<file path="config.mk">
export PLATFORM = sky130hd
export DESIGN_NAME = wfkmp_ctrl
export DESIGN_NICKNAME = d
export VERILOG_FILES = /design/src/hdl/wfkmp_pkg.sv /design/src/hdl/wfkmp_ctrl.sv
export SDC_FILE = /design/constraint.sdc
export NUM_CORES = 1
export LEC_CHECK = 0
export BUFFER_PORTS_ARGS = -buffer_cell sky130_fd_sc_hd__buf_2
export CORE_ASPECT_RATIO = 1.1
export CORE_UTILIZATION = 35
export DETAILED_ROUTE_END_ITERATION = 6
export SLEW_MARGIN = 20
export SYNTH_ARGS = -nofsm -noshare
export SYNTH_HDL_FRONTEND = slang
export SYNTH_SLANG_ARGS = --single-unit
export TNS_END_PERCENT = 1
</file>
<file path="constraint.sdc">
create_clock -name clk -period 3.6 [get_ports clk]
set_input_delay 0.18 -clock clk [delete_from_list [all_inputs] [get_ports clk]]
set_output_delay 0.18 -clock clk [all_outputs]
set_load 0.03 [all_outputs]
</file>
<file path="src/hdl/wfkmp_pkg.sv">
`timescale 1ns / 1ps
package wfkmp_pkg;

	localparam int MAX_PATTERN_DEF = 256;
	localparam int MAX_TEXT_DEF    = 4096;
	localparam int FACTOR_LEN_DEF  = 16;

	localparam int BYTE_W     = 8;
	localparam int HASH_W     = 16;
	localparam int HASH_DEPTH = 65536;
	localparam int COUNT_W    = 13;
	localparam logic [COUNT_W-1:0] COUNT_MAX = 13'h1FFF;

	localparam int ST_W = 6;

	// sequencer states, also the command the datapath executes
	localparam logic [ST_W-1:0] ST_IDLE     = 6'd0;
	localparam logic [ST_W-1:0] ST_FB_INIT  = 6'd1;
	localparam logic [ST_W-1:0] ST_FB_LOOP  = 6'd2;
	localparam logic [ST_W-1:0] ST_FB_PI    = 6'd3;
	localparam logic [ST_W-1:0] ST_FB_INNER = 6'd4;
	localparam logic [ST_W-1:0] ST_FB_PK    = 6'd5;
	localparam logic [ST_W-1:0] ST_FB_FBK   = 6'd6;
	localparam logic [ST_W-1:0] ST_FB_INC   = 6'd7;
	localparam logic [ST_W-1:0] ST_FB_T     = 6'd8;
	localparam logic [ST_W-1:0] ST_FB_T2    = 6'd9;
	localparam logic [ST_W-1:0] ST_FB_T3    = 6'd10;
	localparam logic [ST_W-1:0] ST_FB_T4    = 6'd11;
	localparam logic [ST_W-1:0] ST_BM_CLR   = 6'd12;
	localparam logic [ST_W-1:0] ST_BM_I     = 6'd13;
	localparam logic [ST_W-1:0] ST_BM_RD    = 6'd14;
	localparam logic [ST_W-1:0] ST_BM_WR    = 6'd15;
	localparam logic [ST_W-1:0] ST_CP_RD    = 6'd16;
	localparam logic [ST_W-1:0] ST_CP_WR    = 6'd17;
	localparam logic [ST_W-1:0] ST_S_TOP    = 6'd18;
	localparam logic [ST_W-1:0] ST_S_SKIP   = 6'd19;
	localparam logic [ST_W-1:0] ST_S_SKB    = 6'd20;
	localparam logic [ST_W-1:0] ST_S_SKC    = 6'd21;
	localparam logic [ST_W-1:0] ST_S_LOOP   = 6'd22;
	localparam logic [ST_W-1:0] ST_S_LT     = 6'd23;
	localparam logic [ST_W-1:0] ST_S_LH     = 6'd24;
	localparam logic [ST_W-1:0] ST_S_AFTER  = 6'd25;
	localparam logic [ST_W-1:0] ST_S_V      = 6'd26;
	localparam logic [ST_W-1:0] ST_S_VI     = 6'd27;
	localparam logic [ST_W-1:0] ST_S_VC     = 6'd28;
	localparam logic [ST_W-1:0] ST_S_VM     = 6'd29;
	localparam logic [ST_W-1:0] ST_S_VF     = 6'd30;
	localparam logic [ST_W-1:0] ST_DONE     = 6'd31;

	typedef struct packed {
		logic [ST_W-1:0] code;
		logic            accept;
		logic            load;
	} wfkmp_cmd_t;

	typedef struct packed {
		logic pready;
		logic i_ge_m;
		logic k_ge0;
		logic p_eq_pi;
		logic clr_last;
		logic k_stop;
		logic j_ge_n;
		logic j_ge_lim;
		logic bm_bit;
		logic test;
		logic j_le_b;
		logic st_ge_span;
		logic st_lt_m;
		logic p_eq_t;
	} wfkmp_status_t;

endpackage

</file>
<file path="src/hdl/wfkmp_ctrl.sv">
`timescale 1ns / 1ps
module wfkmp_ctrl (
	input  logic                     clk,
	input  logic                     arst_n,
	input  logic                     in_valid,
	input  logic                     in_kind,
	input  logic                     in_last,
	output logic                     in_ready,
	output logic                     out_valid,
	input  logic                     out_ready,
	input  wfkmp_pkg::wfkmp_status_t status,
	output wfkmp_pkg::wfkmp_cmd_t    cmd
);
	logic [wfkmp_pkg::ST_W-1:0] state_q, state_d;
	logic                       out_valid_q;
	logic                       accept, load;

	assign in_ready  = (state_q == wfkmp_pkg::ST_IDLE);
	assign accept    = in_ready && in_valid;
	assign load      = (state_q == wfkmp_pkg::ST_DONE) && (!out_valid_q || out_ready);
	assign out_valid = out_valid_q;
	assign cmd       = '{code: state_q, accept: accept, load: load};

	always_comb begin
		state_d = state_q;
		unique case (state_q)
			wfkmp_pkg::ST_IDLE: begin
				if (accept && in_last) begin
					if (!in_kind) state_d = wfkmp_pkg::ST_FB_INIT;
					else if (status.pready) state_d = wfkmp_pkg::ST_CP_RD;
					else state_d = wfkmp_pkg::ST_DONE;
				end
			end
			wfkmp_pkg::ST_FB_INIT:  state_d = wfkmp_pkg::ST_FB_LOOP;
			wfkmp_pkg::ST_FB_LOOP:
				state_d = status.i_ge_m ? wfkmp_pkg::ST_BM_CLR : wfkmp_pkg::ST_FB_PI;
			wfkmp_pkg::ST_FB_PI:    state_d = wfkmp_pkg::ST_FB_INNER;
			wfkmp_pkg::ST_FB_INNER:
				state_d = status.k_ge0 ? wfkmp_pkg::ST_FB_PK : wfkmp_pkg::ST_FB_INC;
			wfkmp_pkg::ST_FB_PK:
				state_d = status.p_eq_pi ? wfkmp_pkg::ST_FB_INC : wfkmp_pkg::ST_FB_FBK;
			wfkmp_pkg::ST_FB_FBK:   state_d = wfkmp_pkg::ST_FB_INNER;
			wfkmp_pkg::ST_FB_INC:   state_d = wfkmp_pkg::ST_FB_T;
			wfkmp_pkg::ST_FB_T:
				state_d = status.i_ge_m ? wfkmp_pkg::ST_FB_LOOP : wfkmp_pkg::ST_FB_T2;
			wfkmp_pkg::ST_FB_T2:    state_d = wfkmp_pkg::ST_FB_T3;
			wfkmp_pkg::ST_FB_T3:
				state_d = status.p_eq_pi ? wfkmp_pkg::ST_FB_T4 : wfkmp_pkg::ST_FB_LOOP;
			wfkmp_pkg::ST_FB_T4:    state_d = wfkmp_pkg::ST_FB_LOOP;
			wfkmp_pkg::ST_BM_CLR:
				state_d = status.clr_last ? wfkmp_pkg::ST_BM_I : wfkmp_pkg::ST_BM_CLR;
			wfkmp_pkg::ST_BM_I:
				state_d = status.i_ge_m ? wfkmp_pkg::ST_IDLE : wfkmp_pkg::ST_BM_RD;
			wfkmp_pkg::ST_BM_RD:    state_d = wfkmp_pkg::ST_BM_WR;
			wfkmp_pkg::ST_BM_WR:
				state_d = status.k_stop ? wfkmp_pkg::ST_BM_I : wfkmp_pkg::ST_BM_RD;
			wfkmp_pkg::ST_CP_RD:
				state_d = status.i_ge_m ? wfkmp_pkg::ST_S_TOP : wfkmp_pkg::ST_CP_WR;
			wfkmp_pkg::ST_CP_WR:    state_d = wfkmp_pkg::ST_CP_RD;
			wfkmp_pkg::ST_S_TOP:
				state_d = status.j_ge_n ? wfkmp_pkg::ST_DONE : wfkmp_pkg::ST_S_SKIP;
			wfkmp_pkg::ST_S_SKIP:
				state_d = status.j_ge_lim ? wfkmp_pkg::ST_DONE : wfkmp_pkg::ST_S_SKB;
			wfkmp_pkg::ST_S_SKB:    state_d = wfkmp_pkg::ST_S_SKC;
			wfkmp_pkg::ST_S_SKC:
				state_d = status.bm_bit ? wfkmp_pkg::ST_S_LOOP : wfkmp_pkg::ST_S_SKIP;
			wfkmp_pkg::ST_S_LOOP:   state_d = wfkmp_pkg::ST_S_LT;
			wfkmp_pkg::ST_S_LT:
				state_d = (!status.bm_bit || status.j_le_b) ? wfkmp_pkg::ST_S_AFTER
				                                            : wfkmp_pkg::ST_S_LH;
			wfkmp_pkg::ST_S_LH:     state_d = wfkmp_pkg::ST_S_LOOP;
			wfkmp_pkg::ST_S_AFTER:
				state_d = (status.j_le_b && status.test) ? wfkmp_pkg::ST_S_V
				                                         : wfkmp_pkg::ST_S_TOP;
			wfkmp_pkg::ST_S_V:
				state_d = status.st_ge_span ? wfkmp_pkg::ST_S_VI : wfkmp_pkg::ST_S_TOP;
			wfkmp_pkg::ST_S_VI:
				state_d = status.st_lt_m ? wfkmp_pkg::ST_S_VC : wfkmp_pkg::ST_S_VM;
			wfkmp_pkg::ST_S_VC:
				state_d = status.p_eq_t ? wfkmp_pkg::ST_S_VI : wfkmp_pkg::ST_S_VM;
			wfkmp_pkg::ST_S_VM:     state_d = wfkmp_pkg::ST_S_VF;
			wfkmp_pkg::ST_S_VF:     state_d = wfkmp_pkg::ST_S_V;
			wfkmp_pkg::ST_DONE:
				state_d = load ? wfkmp_pkg::ST_IDLE : wfkmp_pkg::ST_DONE;
			default:                state_d = wfkmp_pkg::ST_IDLE;
		endcase
	end

	always_ff @(posedge clk or negedge arst_n) begin
		if (!arst_n) begin
			state_q     <= wfkmp_pkg::ST_IDLE;
			out_valid_q <= 1'b0;
		end else begin
			state_q <= state_d;
			if (load) out_valid_q <= 1'b1;
			else if (out_ready) out_valid_q <= 1'b0;
		end
	end

	a_result_from_done: assert property (@(posedge clk) disable iff (!arst_n)
		$rose(out_valid_q) |-> $past(state_q) == wfkmp_pkg::ST_DONE)
		else $error("result raised outside the done state");
	a_held_while_stalled: assert property (@(posedge clk) disable iff (!arst_n)
		(state_q == wfkmp_pkg::ST_DONE && out_valid_q && !out_ready)
		|=> state_q == wfkmp_pkg::ST_DONE)
		else $error("done state left while a result was still pending");
	a_no_input_when_busy: assert property (@(posedge clk) disable iff (!arst_n)
		(state_q != wfkmp_pkg::ST_IDLE) |-> !accept)
		else $error("transaction accepted during processing");
endmodule

</file>
==> reports/metrics.csv, run 1 <==
stage;metric;value;unit
status;run status;finished, final reports clean;
sta;setup TNS;0;ps
power;power consumption;0.804;mW
drt;post-route ant nets;0;
synth;Yosys top cell by area;dfrtp_1;
layout;ant diodes;0;
floorplan;core area;2270;um^2
sta;Post-Route Skew;14.2;ps
grt;gr busiest metal;met2;
grt;global-route wire length before repair;3800;um
clock_tree;Skew-Pair Late Insertion Delay;260;ps
grt;global route overflow;0;
synth;Post-Syn Nets;135;
setup_path;CP peak stage delay;710;ps
layout;Syn-to-layout area delta;12.1;%
synth;Syn Std Cell Area;848;um^2
sta;fmax;0.467;GHz
setup_path;kind of critical path;reg2out;
clock_tree;depth of the CTS H-tree;1;
grt;vias in the first global route;813;
sta;Final Hold Viols;0;
grt;GRT met3 Usage;0.0508;
hold_path;Hold Crit Depth;3;
synth;dominant cells by area after synthesis;dfrtp_1 (18%), a31oi_1 (6.6%), buf_6 (5.3%);
synth;post-synth top area share;0.177;
layout;layout cells sized above 1;0.284;
drt;starting DRC count in detailed routing;36;
setup_path;reg2reg start;state_q[3]$_DFFE_PN0P_;
place;Buffers on Ports;28;
sta;Final Cycle Share;0.595;
clock_tree;clock sink count;6;
job;# Max-Cap Violations;0;
drt;first drt pass iteration count;5;
sta;Slew HR;0.516;
layout;post-layout net count;156;
power;Psw;0.471;mW
sta;final slew viol count;0;
sta;final setup vio count;0;
hold_path;Hold Path Class;in2reg;
setup_path;Worst EP arrival;1960;ps
power;Clock power frac;0.080;
clock_tree;cts repair resizes;0;
grt;GRT met1 Usage;0.269;
floorplan;Die Area;2620;um^2
floorplan;Die Ht;53.6;um
synth;Synth cell types;44;
floorplan;row count;18;
place;dpl ws;1710;ps
grt;met2 Use GR;0.278;
sta;Worst-Margin Slew;725;ps
setup_path;CP cell instances;and2_1, nand2_2, nor3b_1, buf_2;
drt;via count of the routed design;966;
hold_path;Worst Hold End;state_q[4]$_DFFE_PN0P_;
floorplan;Initial Util;0.373;
clock_tree;clk buf depth;2;
sta;RSZ-0062 raised after global routing;no;
power;Int Pwr;0.333;mW
synth;Mapped Cells;115;
drt;final wirelength;2400;um
clock_tree;Num CTS Buffers;3;
power;sequential share of power;0.309;
synth;Top FF cell, synth;dfrtp_1;
power;maximum vdd drop;0.692;mV
sta;Final WS setup;1460;ps
setup_path;Startpoint Class;flip-flop;
drt;WL/cell;14.6;um
power;Comb power frac;0.611;
synth;ys async rst share;1.00;
drt;Residual DRC;0;
synth;sequential fraction of the synthesis area;0.177;
setup_path;worst r2r dst;state_q[3]$_DFFE_PN0P_;
grt;antenna violations before repair;0;
hold_path;Hold Path Origin;in_kind;
power;power density cells;846;nW/um^2
synth;EDFF count, synth;0;
setup_path;critical path required time;3420;ps
grt;gr usage total;0.194;
synth;Ys Warns;0;
setup_path;Worst Reg-to-Reg Cells;5;
sta;min Tclk post-route;2140;ps
clock_tree;Reg clk slew, reported paths;50;ps
synth;Seq cells post-synth;6;
drt;DR vias/cell;5.89;
floorplan;Die Wd;48.9;um
setup_path;R2R setup slack;1650;ps
clock_tree;CTS tree;done;
setup_path;critical path peak fanout;18;
grt;largest net degree at the start of global routing;24;
setup_path;CP delay by family, top;simple AND/OR/NAND/NOR gates;
power;LEAKAGE;0.412;nW
setup_path;Buf/Inv on CP;1;
clock_tree;CTS root buf;clkbuf_4;
setup_path;crit path capture type;output port;
floorplan;io pins;30;
place;gp weighted congestion;0.955;
setup_path;CP max stage cell;dfrtp_1;
power;sw frac;0.586;
place;DP HPWL;1770;um
synth;syn avg cell area;7.38;um^2
-- final cells by class --
| type | count | area [um^2] |
|---|---|---|
| sequential | 6 | 150 |
| timing repair buffer | 29 | 150 |
| inverter | 6 | 22.5 |
| clock buffer | 3 | 22.5 |
| fill | 242 | 1320 |
| tap | 30 | 37.5 |
| multi-input combinational | 90 | 568 |
-- logic make-up (layout without fill, tap and decap cells) --
group	Yosys count	count (layout)	synth area share
buf+inv	19	38	0.153
other cells	1	1	0.00442
fa+ha+maj	1	1	0.0118
flops	6	6	0.177
mux	1	1	0.0133
simple gates	49	49	0.348
compound gates	38	38	0.292
-- placed cells by master, fill, tap and decap left out, drive strengths merged, types with 2 or more instances in the layout --
master,synthesis,final
nor2,6,6
buf,13,28
a21o,3,3
nor4,4,4
and3,3,3
o22ai,2,2
nand2b,2,2
inv,5,5
o21ai,8,8
clkbuf,0,3
nor3b,4,4
nor2b,2,2
dfrtp,6,6
nand4,5,5
nand3,6,6
nand2,11,11
a21oi,6,6
a31oi,9,9
nor3,2,2
-- per-layer routing --
| metal | up-vias | routed length (um) |
|---|---|---|
| li1 | 469 | - |
| met1 | 445 | 1060 |
| met2 | 46 | 1110 |
| met3 | 6 | 173 |
| met4 | 0 | 46 |
| met5 | - | 0 |
-- repair_timing --
| action | 4_1_cts | 5_1_grt |
|---|---|---|
| setup buffers | 0 | 0 |
| endpoints found under the hold margin | 6 | 0 |
| setup endpoints to repair | 0 | 0 |
| hold buffers | 1 | 0 |
-- Yosys cell counts, types with 2 or more instances --
cell      count
buf_6         4
a31oi_1       9
nand3_1       6
nor2b_1       2
nor4_1        3
o21ai_0       7
nand2_2       2
nand2b_1      2
dfrtp_1       6
buf_4         3
nand2_1       9
and3_1        3
o22ai_1       2
buf_2         5
nand4_1       5
nor3b_1       3
nor3_1        2
a21o_1        3
a21oi_1       6
nor2_1        6
inv_1         4
-- tightest hold or removal path: stages --
cell     delay, ps
buf_2          110
nand2_1         60
a21oi_1         60
-- state kept, by name (all words and copies together) (netlist names) --
register and cells:
out_valid 1, state_q 5
-- power groups by stage --
| stage | registers (mW) | logic (mW) | clock network [mW] |
|---|---|---|---|
| floorplan | 0.188 | 0.481 | 0 |
| global placement | 0.245 | 0.492 | 0 |
| detailed placement | 0.246 | 0.484 | 0 |
| CTS | 0.245 | 0.488 | 0.0658 |
| global route | 0.263 | 0.542 | 0.0688 |
| finish | 0.249 | 0.491 | 0.0645 |
-- stage by stage --
stage	util	hold WS, ps	instance area [um^2]	std cells
final	0.418	207	951	164
after global placement	0.404	10.9	918	160
after global routing	0.418	216	951	164
after detailed placement	0.404	11.8	918	160
after floorplan	-	-116	848	115
after CTS	0.418	203	951	164
-- how the worst max path moves through the flow --
stage | cells after the start | start | slack [ps] | endpoint
final | 4 | state_q[1]$_DFFE_PN0P_ | 1460 | cmd[0]
after global routing | 4 | state_q[1]$_DFFE_PN0P_ | 1290 | cmd[0]
after global placement | 5 | state_q[3]$_DFFE_PN0P_ | 1630 | state_q[0]$_DFFE_PN0P_
after detailed placement | 5 | state_q[3]$_DFFE_PN0P_ | 1710 | state_q[3]$_DFFE_PN0P_
after CTS | 4 | state_q[1]$_DFFE_PN0P_ | 1470 | cmd[0]
after floorplan | 7 | state_q[1]$_DFFE_PN0P_ | 1970 | state_q[0]$_DFFE_PN0P_
(Power assumes the default switching activity.)
==> inputs of run 2 (changes only) <==
--- a/config.mk
+++ b/config.mk
@@ -5,6 +5,7 @@
 export SDC_FILE = /design/constraint.sdc
 export NUM_CORES = 1
 export LEC_CHECK = 0
+export ABC_AREA = 1
 export BUFFER_PORTS_ARGS = -buffer_cell sky130_fd_sc_hd__buf_2
 export CORE_ASPECT_RATIO = 1.1
 export CORE_UTILIZATION = 35
==> constraint.sdc (replaced) <==
create_clock -name clk -period 1.75 [get_ports clk]
set_input_delay 0.0875 -clock clk [delete_from_list [all_inputs] [get_ports clk]]
set_output_delay 0.0875 -clock clk [all_outputs]
set_load 0.03 [all_outputs]
==> run 2 against run 1 <==
Against the previous run: final area increased by 24%; critical path depth increased by 2; first-iteration DRC count increased by 53%; synthesized cell count increased by 59%; clock skew decreased by 13 ps; count of clock-buffer cells in the layout unchanged.
==> reports/metrics.csv, run 2 <==
stage;metric;value;unit
synth;ys async rst share;1.00;
setup_path;R2R setup slack;180;ps
setup_path;kind of critical path;reg2out;
sta;WHS;51.0;ps
clock_tree;CTS root buf;clkbuf_4;
clock_tree;clk buf depth;2;
sta;final slew viol count;0;
layout;Biggest register;state_q;
layout;layout cells sized above 1;0.258;
setup_path;CP delay by family, top;simple AND/OR/NAND/NOR gates;
status;run status;finished, final reports clean;
drt;DR vias/cell;5.27;
sta;Final Cycle Share;0.929;
synth;Mapped Cells;183;
grt;global route overflow;0;
setup_path;Buf/Inv on CP;2;
synth;EDFF count, synth;0;
layout;most frequent cells in the layout;nand2_1 (48), nor2_1 (39), buf_2 (28), nand3_1 (22), inv_1 (19);
synth;Synth cell types;23;
sta;Final WS setup;125;ps
sta;Post-Route Skew;0.911;ps
layout;ant diodes;0;
floorplan;Die Ht;57.4;um
drt;final wirelength;3020;um
grt;largest net degree at the start of global routing;24;
layout;Largest register FFs;5;
floorplan;Initial Util;0.380;
floorplan;io pins;30;
setup_path;CP max stage cell;dfrtp_1;
clock_tree;clock sink count;6;
grt;antenna violations before repair;0;
sta;final setup vio count;0;
setup_path;worst r2r dst;state_q[3]$_DFFE_PN0P_;
floorplan;Die Area;3000;um^2
setup_path;crit path capture type;output port;
synth;syn avg cell area;5.33;um^2
layout;Syn-to-layout area delta;21.3;%
synth;Yosys top cell by area;nand2_1;
setup_path;Critical Path Start;state_q[0]$_DFFE_PN0P_;
drt;first drt pass iteration count;4;
drt;post-route ant nets;0;
setup_path;CP cell instances;nor2_4, nand2_2, nor2_4, inv_2, nor2_1, buf_2;
place;gp weighted congestion;0.958;
setup_path;critical path required time;1660;ps
synth;Top FF cell, synth;dfrtp_1;
setup_path;Worst EP arrival;1540;ps
synth;sequential fraction of the synthesis area;0.154;
clock_tree;CTS tree;done;
drt;via count of the routed design;1285;
layout;commonest non-fill, non-tap cell in the layout;nand2_1;
drt;WL/cell;12.4;um
place;DP HPWL;2440;um
setup_path;CP peak stage delay;480;ps
synth;dominant cell by count in the synthesized netlist;nand2_1;
place;dpl ws;193;ps
power;power density cells;1510;nW/um^2
drt;Residual DRC;0;
setup_path;critical path peak fanout;6;
clock_tree;cts repair resizes;0;
sta;min Tclk post-route;1620;ps
grt;global-route wire length before repair;4990;um
setup_path;Startpoint Class;flip-flop;
setup_path;crit path to;cmd[1];
setup_path;Critical Path Stages;6;
sta;Final Hold Viols;0;
synth;Post-Syn Nets;203;
synth;Seq cells post-synth;6;
drt;starting DRC count in detailed routing;55;
setup_path;Crit path top cell by count;nor2_4;
grt;vias in the first global route;1144;
synth;Ys Warns;0;
synth;post-synth top area share;0.185;
setup_path;Worst Reg-to-Reg Cells;8;
job;# Max-Cap Violations;0;
clock_tree;depth of the CTS H-tree;1;
clock_tree;Skew-Pair Late Insertion Delay;240;ps
clock_tree;Reg clk slew, reported paths;40;ps
floorplan;Die Wd;52.3;um
sta;fmax;0.615;GHz
place;Buffers on Ports;28;
synth;Syn Std Cell Area;976;um^2
grt;gr usage total;0.219;
synth;most instantiated cells after synthesis;nand2_1 (48), nor2_1 (39), nand3_1 (22);
setup_path;reg2reg start;state_q[0]$_DFFE_PN0P_;
layout;post-layout net count;235;
hold_path;Hold Path Class;in2reg;
power;LEAKAGE;0.713;nW
floorplan;core area;2570;um^2
floorplan;row count;19;
synth;dominant cells by area after synthesis;nand2_1 (18%), dfrtp_1 (15%), nor2_1 (15%);
power;maximum vdd drop;1.05;mV
clock_tree;Num CTS Buffers;3;
run 2: stage by stage:
| stage | cells | power [mW] | instance area, um^2 | utilization | setup TNS, ps |
|---|---|---|---|---|---|
| 2_1_floorplan | 183 | 1.27 | 976 | - | 0 |
| 3_3_place_gp | 238 | 1.61 | 1140 | 0.442 | 0 |
| 3_5_place_dp | 238 | 1.60 | 1140 | 0.442 | 0 |
| 4_1_cts | 242 | 1.74 | 1170 | 0.455 | 0 |
| 5_1_grt | 244 | 1.96 | 1180 | 0.461 | -6.84 |
| 6_report | 244 | 1.79 | 1180 | 0.461 | 0 |
run 2: what timing repair did:
action                                  in CTS  in global routing
hold buffers                                 1                  0
endpoints found under the hold margin        6                  0
endpoints found under the setup margin       0                  1
setup buffers                                0                  2
run 2: cell type report:
class / instances / area, um^2
Clock buffer: 3 / 22.5
Fill cell: 298 / 1380
Inverter: 25 / 95.1
Multi-Input combinational cell: 145 / 689
Sequential cell: 6 / 150
Tap cell: 31 / 38.8
Timing Repair Buffer: 34 / 188
run 2: how the worst min path moves through the flow:
stage,startpoint,endpoint,cells after the start
global route,out_ready,out_valid$_DFFE_PN0P_,2
finish,out_ready,out_valid$_DFFE_PN0P_,2
floorplan,arst_n,out_valid$_DFFE_PN0P_,0
global placement,arst_n,state_q[2]$_DFFE_PN0P_,1
detailed placement,arst_n,state_q[4]$_DFFE_PN0P_,1
CTS,out_ready,out_valid$_DFFE_PN0P_,2
run 2: worst register-to-register path: cells and delay by family (launching register included):
kind,cells,cell delay (ps)
buffers and inverters,1,170
flip-flops,1,520
AND/OR/NAND/NOR,7,760
run 2: logic make-up (layout without fill, tap and decap cells):
family / Yosys count / in the layout / share of synthesized area
simple gates: 131 / 131 / 0.626
buf+inv: 32 / 62 / 0.140
compound gates: 13 / 13 / 0.0769
flops: 6 / 6 / 0.154
other cells: 1 / 1 / 0.00384
run 2: report_power, final:
group | switching [mW] | internal, mW | total, mW
combinational | 0.955 | 0.426 | 1.38
sequential | 0.0859 | 0.199 | 0.285
clock | 0.0450 | 0.0772 | 0.122
run 2: per-layer routing:
metal / GRT usage / wire length [um]
met5: 0 / 0
met4: 0.0602 / 48
met3: 0.0400 / 310
met2: 0.365 / 1420
met1: 0.285 / 1230
==> inputs of run 3 (changes only) <==
--- a/config.mk
+++ b/config.mk
@@ -8,8 +8,9 @@
 export ABC_AREA = 1
 export BUFFER_PORTS_ARGS = -buffer_cell sky130_fd_sc_hd__buf_2
 export CORE_ASPECT_RATIO = 1.1
-export CORE_UTILIZATION = 35
+export CORE_UTILIZATION = 46
 export DETAILED_ROUTE_END_ITERATION = 6
+export PLACE_DENSITY = 0.76
 export SLEW_MARGIN = 20
 export SYNTH_ARGS = -nofsm -noshare
 export SYNTH_HDL_FRONTEND = slang
==> run 3 against run 2 <==
Against the previous run: clock power rose by 4%; sequential share of layout area is 0.12 points higher; final area fell by 0.95%; first-iteration DRC count up 47%; setup slack improved by 45 ps; via count increased by 3.5%; worst hold slack worse by 6.7 ps; total power up 0.46%.
==> reports/metrics.csv, run 3 (same netlist as run 2, synthesis figures left out) <==
stage;metric;value;unit
drt;starting DRC count in detailed routing;81;
layout;Syn-to-layout area delta;20.1;%
floorplan;row count;17;
sta;setup TNS;0;ps
layout;Fillers;232;
hold_path;Hold Path Origin;out_ready;
drt;first drt pass iteration count;5;
sta;final setup vio count;0;
grt;global-route wire length before repair;5180;um
sta;min Tclk post-route;1580;ps
clock_tree;clk buf depth;2;
sta;Post-Route Skew;7.19;ps
place;DP HPWL;2470;um
floorplan;io pins;30;
power;power consumption;1.80;mW
layout;Biggest register;state_q;
floorplan;core area;2000;um^2
setup_path;R2R setup slack;190;ps
place;gp weighted congestion;1.01;
clock_tree;Num CTS Buffers;3;
layout;Largest register FFs;5;
sta;RSZ-0062 raised after global routing;no;
setup_path;crit path capture type;output port;
grt;antenna violations before repair;0;
sta;Final Cycle Share;0.903;
grt;gr usage total;0.300;
place;Buffers on Ports;28;
clock_tree;depth of the CTS H-tree;1;
floorplan;Die Wd;45.9;um
layout;commonest non-fill, non-tap cell in the layout;nand2_1;
layout;Post-Layout Cell Count;240;
floorplan;Die Ht;50.3;um
status;run status;finished, final reports clean;
job;# Max-Cap Violations;0;
sta;Final Hold Viols;0;
drt;DR vias/cell;5.54;
clock_tree;clock sink count;6;
grt;global route overflow;0;
setup_path;reg2reg start;state_q[0]$_DFFE_PN0P_;
layout;post-layout net count;234;
drt;via count of the routed design;1330;
drt;WL/cell;13.0;um
drt;Residual DRC;0;
layout;ant diodes;0;
floorplan;Die Area;2310;um^2
sta;fmax;0.633;GHz
sta;final slew viol count;0;
floorplan;Initial Util;0.488;
hold_path;Hold Crit Depth;2;
clock_tree;CTS root buf;clkbuf_4;
clock_tree;Skew-Pair Late Insertion Delay;250;ps
power;power density cells;1530;nW/um^2
setup_path;Worst EP arrival;1490;ps
grt;largest net degree at the start of global routing;24;
setup_path;critical path required time;1660;ps
setup_path;critical path peak fanout;6;
clock_tree;CTS tree;done;
power;LEAKAGE;0.708;nW
setup_path;kind of critical path;reg2out;
hold_path;Worst Hold End;out_valid$_DFFE_PN0P_;
clock_tree;Reg clk slew, reported paths;50;ps
place;placed insts;236;
power;maximum vdd drop;1.22;mV
setup_path;Startpoint Class;flip-flop;
hold_path;Hold Path Class;in2reg;
drt;post-route ant nets;0;
layout;layout cells sized above 1;0.255;
setup_path;Worst Reg-to-Reg Cells;8;
layout;most frequent cells in the layout;nand2_1 (48), nor2_1 (39), buf_2 (28), nand3_1 (22), inv_1 (19);
drt;final wirelength;3110;um
grt;vias in the first global route;1252;
setup_path;worst r2r dst;state_q[3]$_DFFE_PN0P_;
## run 3: final cells by class
type | count | area, um^2 | share of cell area
sequential | 6 | 150 | 0.128
multi-input combinational | 145 | 689 | 0.588
inverter | 25 | 95.1 | 0.0811
timing repair buffer | 33 | 180 | 0.154
clock buffer | 3 | 22.5 | 0.0192
tap | 28 | 35.0 | 0.0299
## run 3: repair_timing
| action | CTS | global route |
|---|---|---|
| resized for setup | 0 | 0 |
| setup buffers | 0 | 0 |
| hold buffers | 1 | 0 |
| endpoints found under the setup margin | 0 | 0 |
| hold endpoints to repair | 6 | 0 |
## run 3: power breakdown
part	switching, mW	internal (mW)	leakage, nW
Clock	0.0498	0.0775	0.0138
Sequential	0.0905	0.199	0.0769
Combinational	0.970	0.411	0.617
## run 3: how the worst max path moves through the flow
stage / slack [ps] / start / cells past startpoint / to
after floorplan: 110 / state_q[0]$_DFFE_PN0P_ / 8 / state_q[2]$_DFFE_PN0P_
after global placement: 200 / state_q[0]$_DFFE_PN0P_ / 8 / state_q[3]$_DFFE_PN0P_
after detailed placement: 210 / state_q[0]$_DFFE_PN0P_ / 8 / state_q[3]$_DFFE_PN0P_
after CTS: 180 / state_q[0]$_DFFE_PN0P_ / 6 / cmd[1]
after global routing: 30 / state_q[0]$_DFFE_PN0P_ / 8 / state_q[3]$_DFFE_PN0P_
final: 170 / state_q[1]$_DFFE_PN0P_ / 6 / cmd[1]
## run 3: per-layer routing
| metal | GRT usage | vias up | routed length (um) |
|---|---|---|---|
| met4 | 0.0882 | 0 | 95 |
| met1 | 0.382 | 580 | 1230 |
| li1 | - | 635 | - |
| met2 | 0.491 | 96 | 1440 |
| met3 | 0.0647 | 19 | 343 |
| met5 | 0 | - | 0 |
## run 3: critical path, cell delays in order (launching register included)
cell     delay, ps
dfrtp_1        470
nor2_4         150
nand2_2        120
nor2_4         170
inv_2           60
nor2_1          70
buf_2          190
## run 3: metrics by stage
| stage | hold slack (ps) | cell area [um^2] | util | setup WS, ps |
|---|---|---|---|---|
| 2_1_floorplan | -208 | 976 | - | 112 |
| 3_3_place_gp | -81.6 | 1140 | 0.570 | 202 |
| 3_5_place_dp | -80.3 | 1140 | 0.570 | 213 |
| 4_1_cts | 41.9 | 1170 | 0.586 | 177 |
| 5_1_grt | 76.5 | 1170 | 0.586 | 29.1 |
| 6_report | 44.3 | 1170 | 0.586 | 170 |
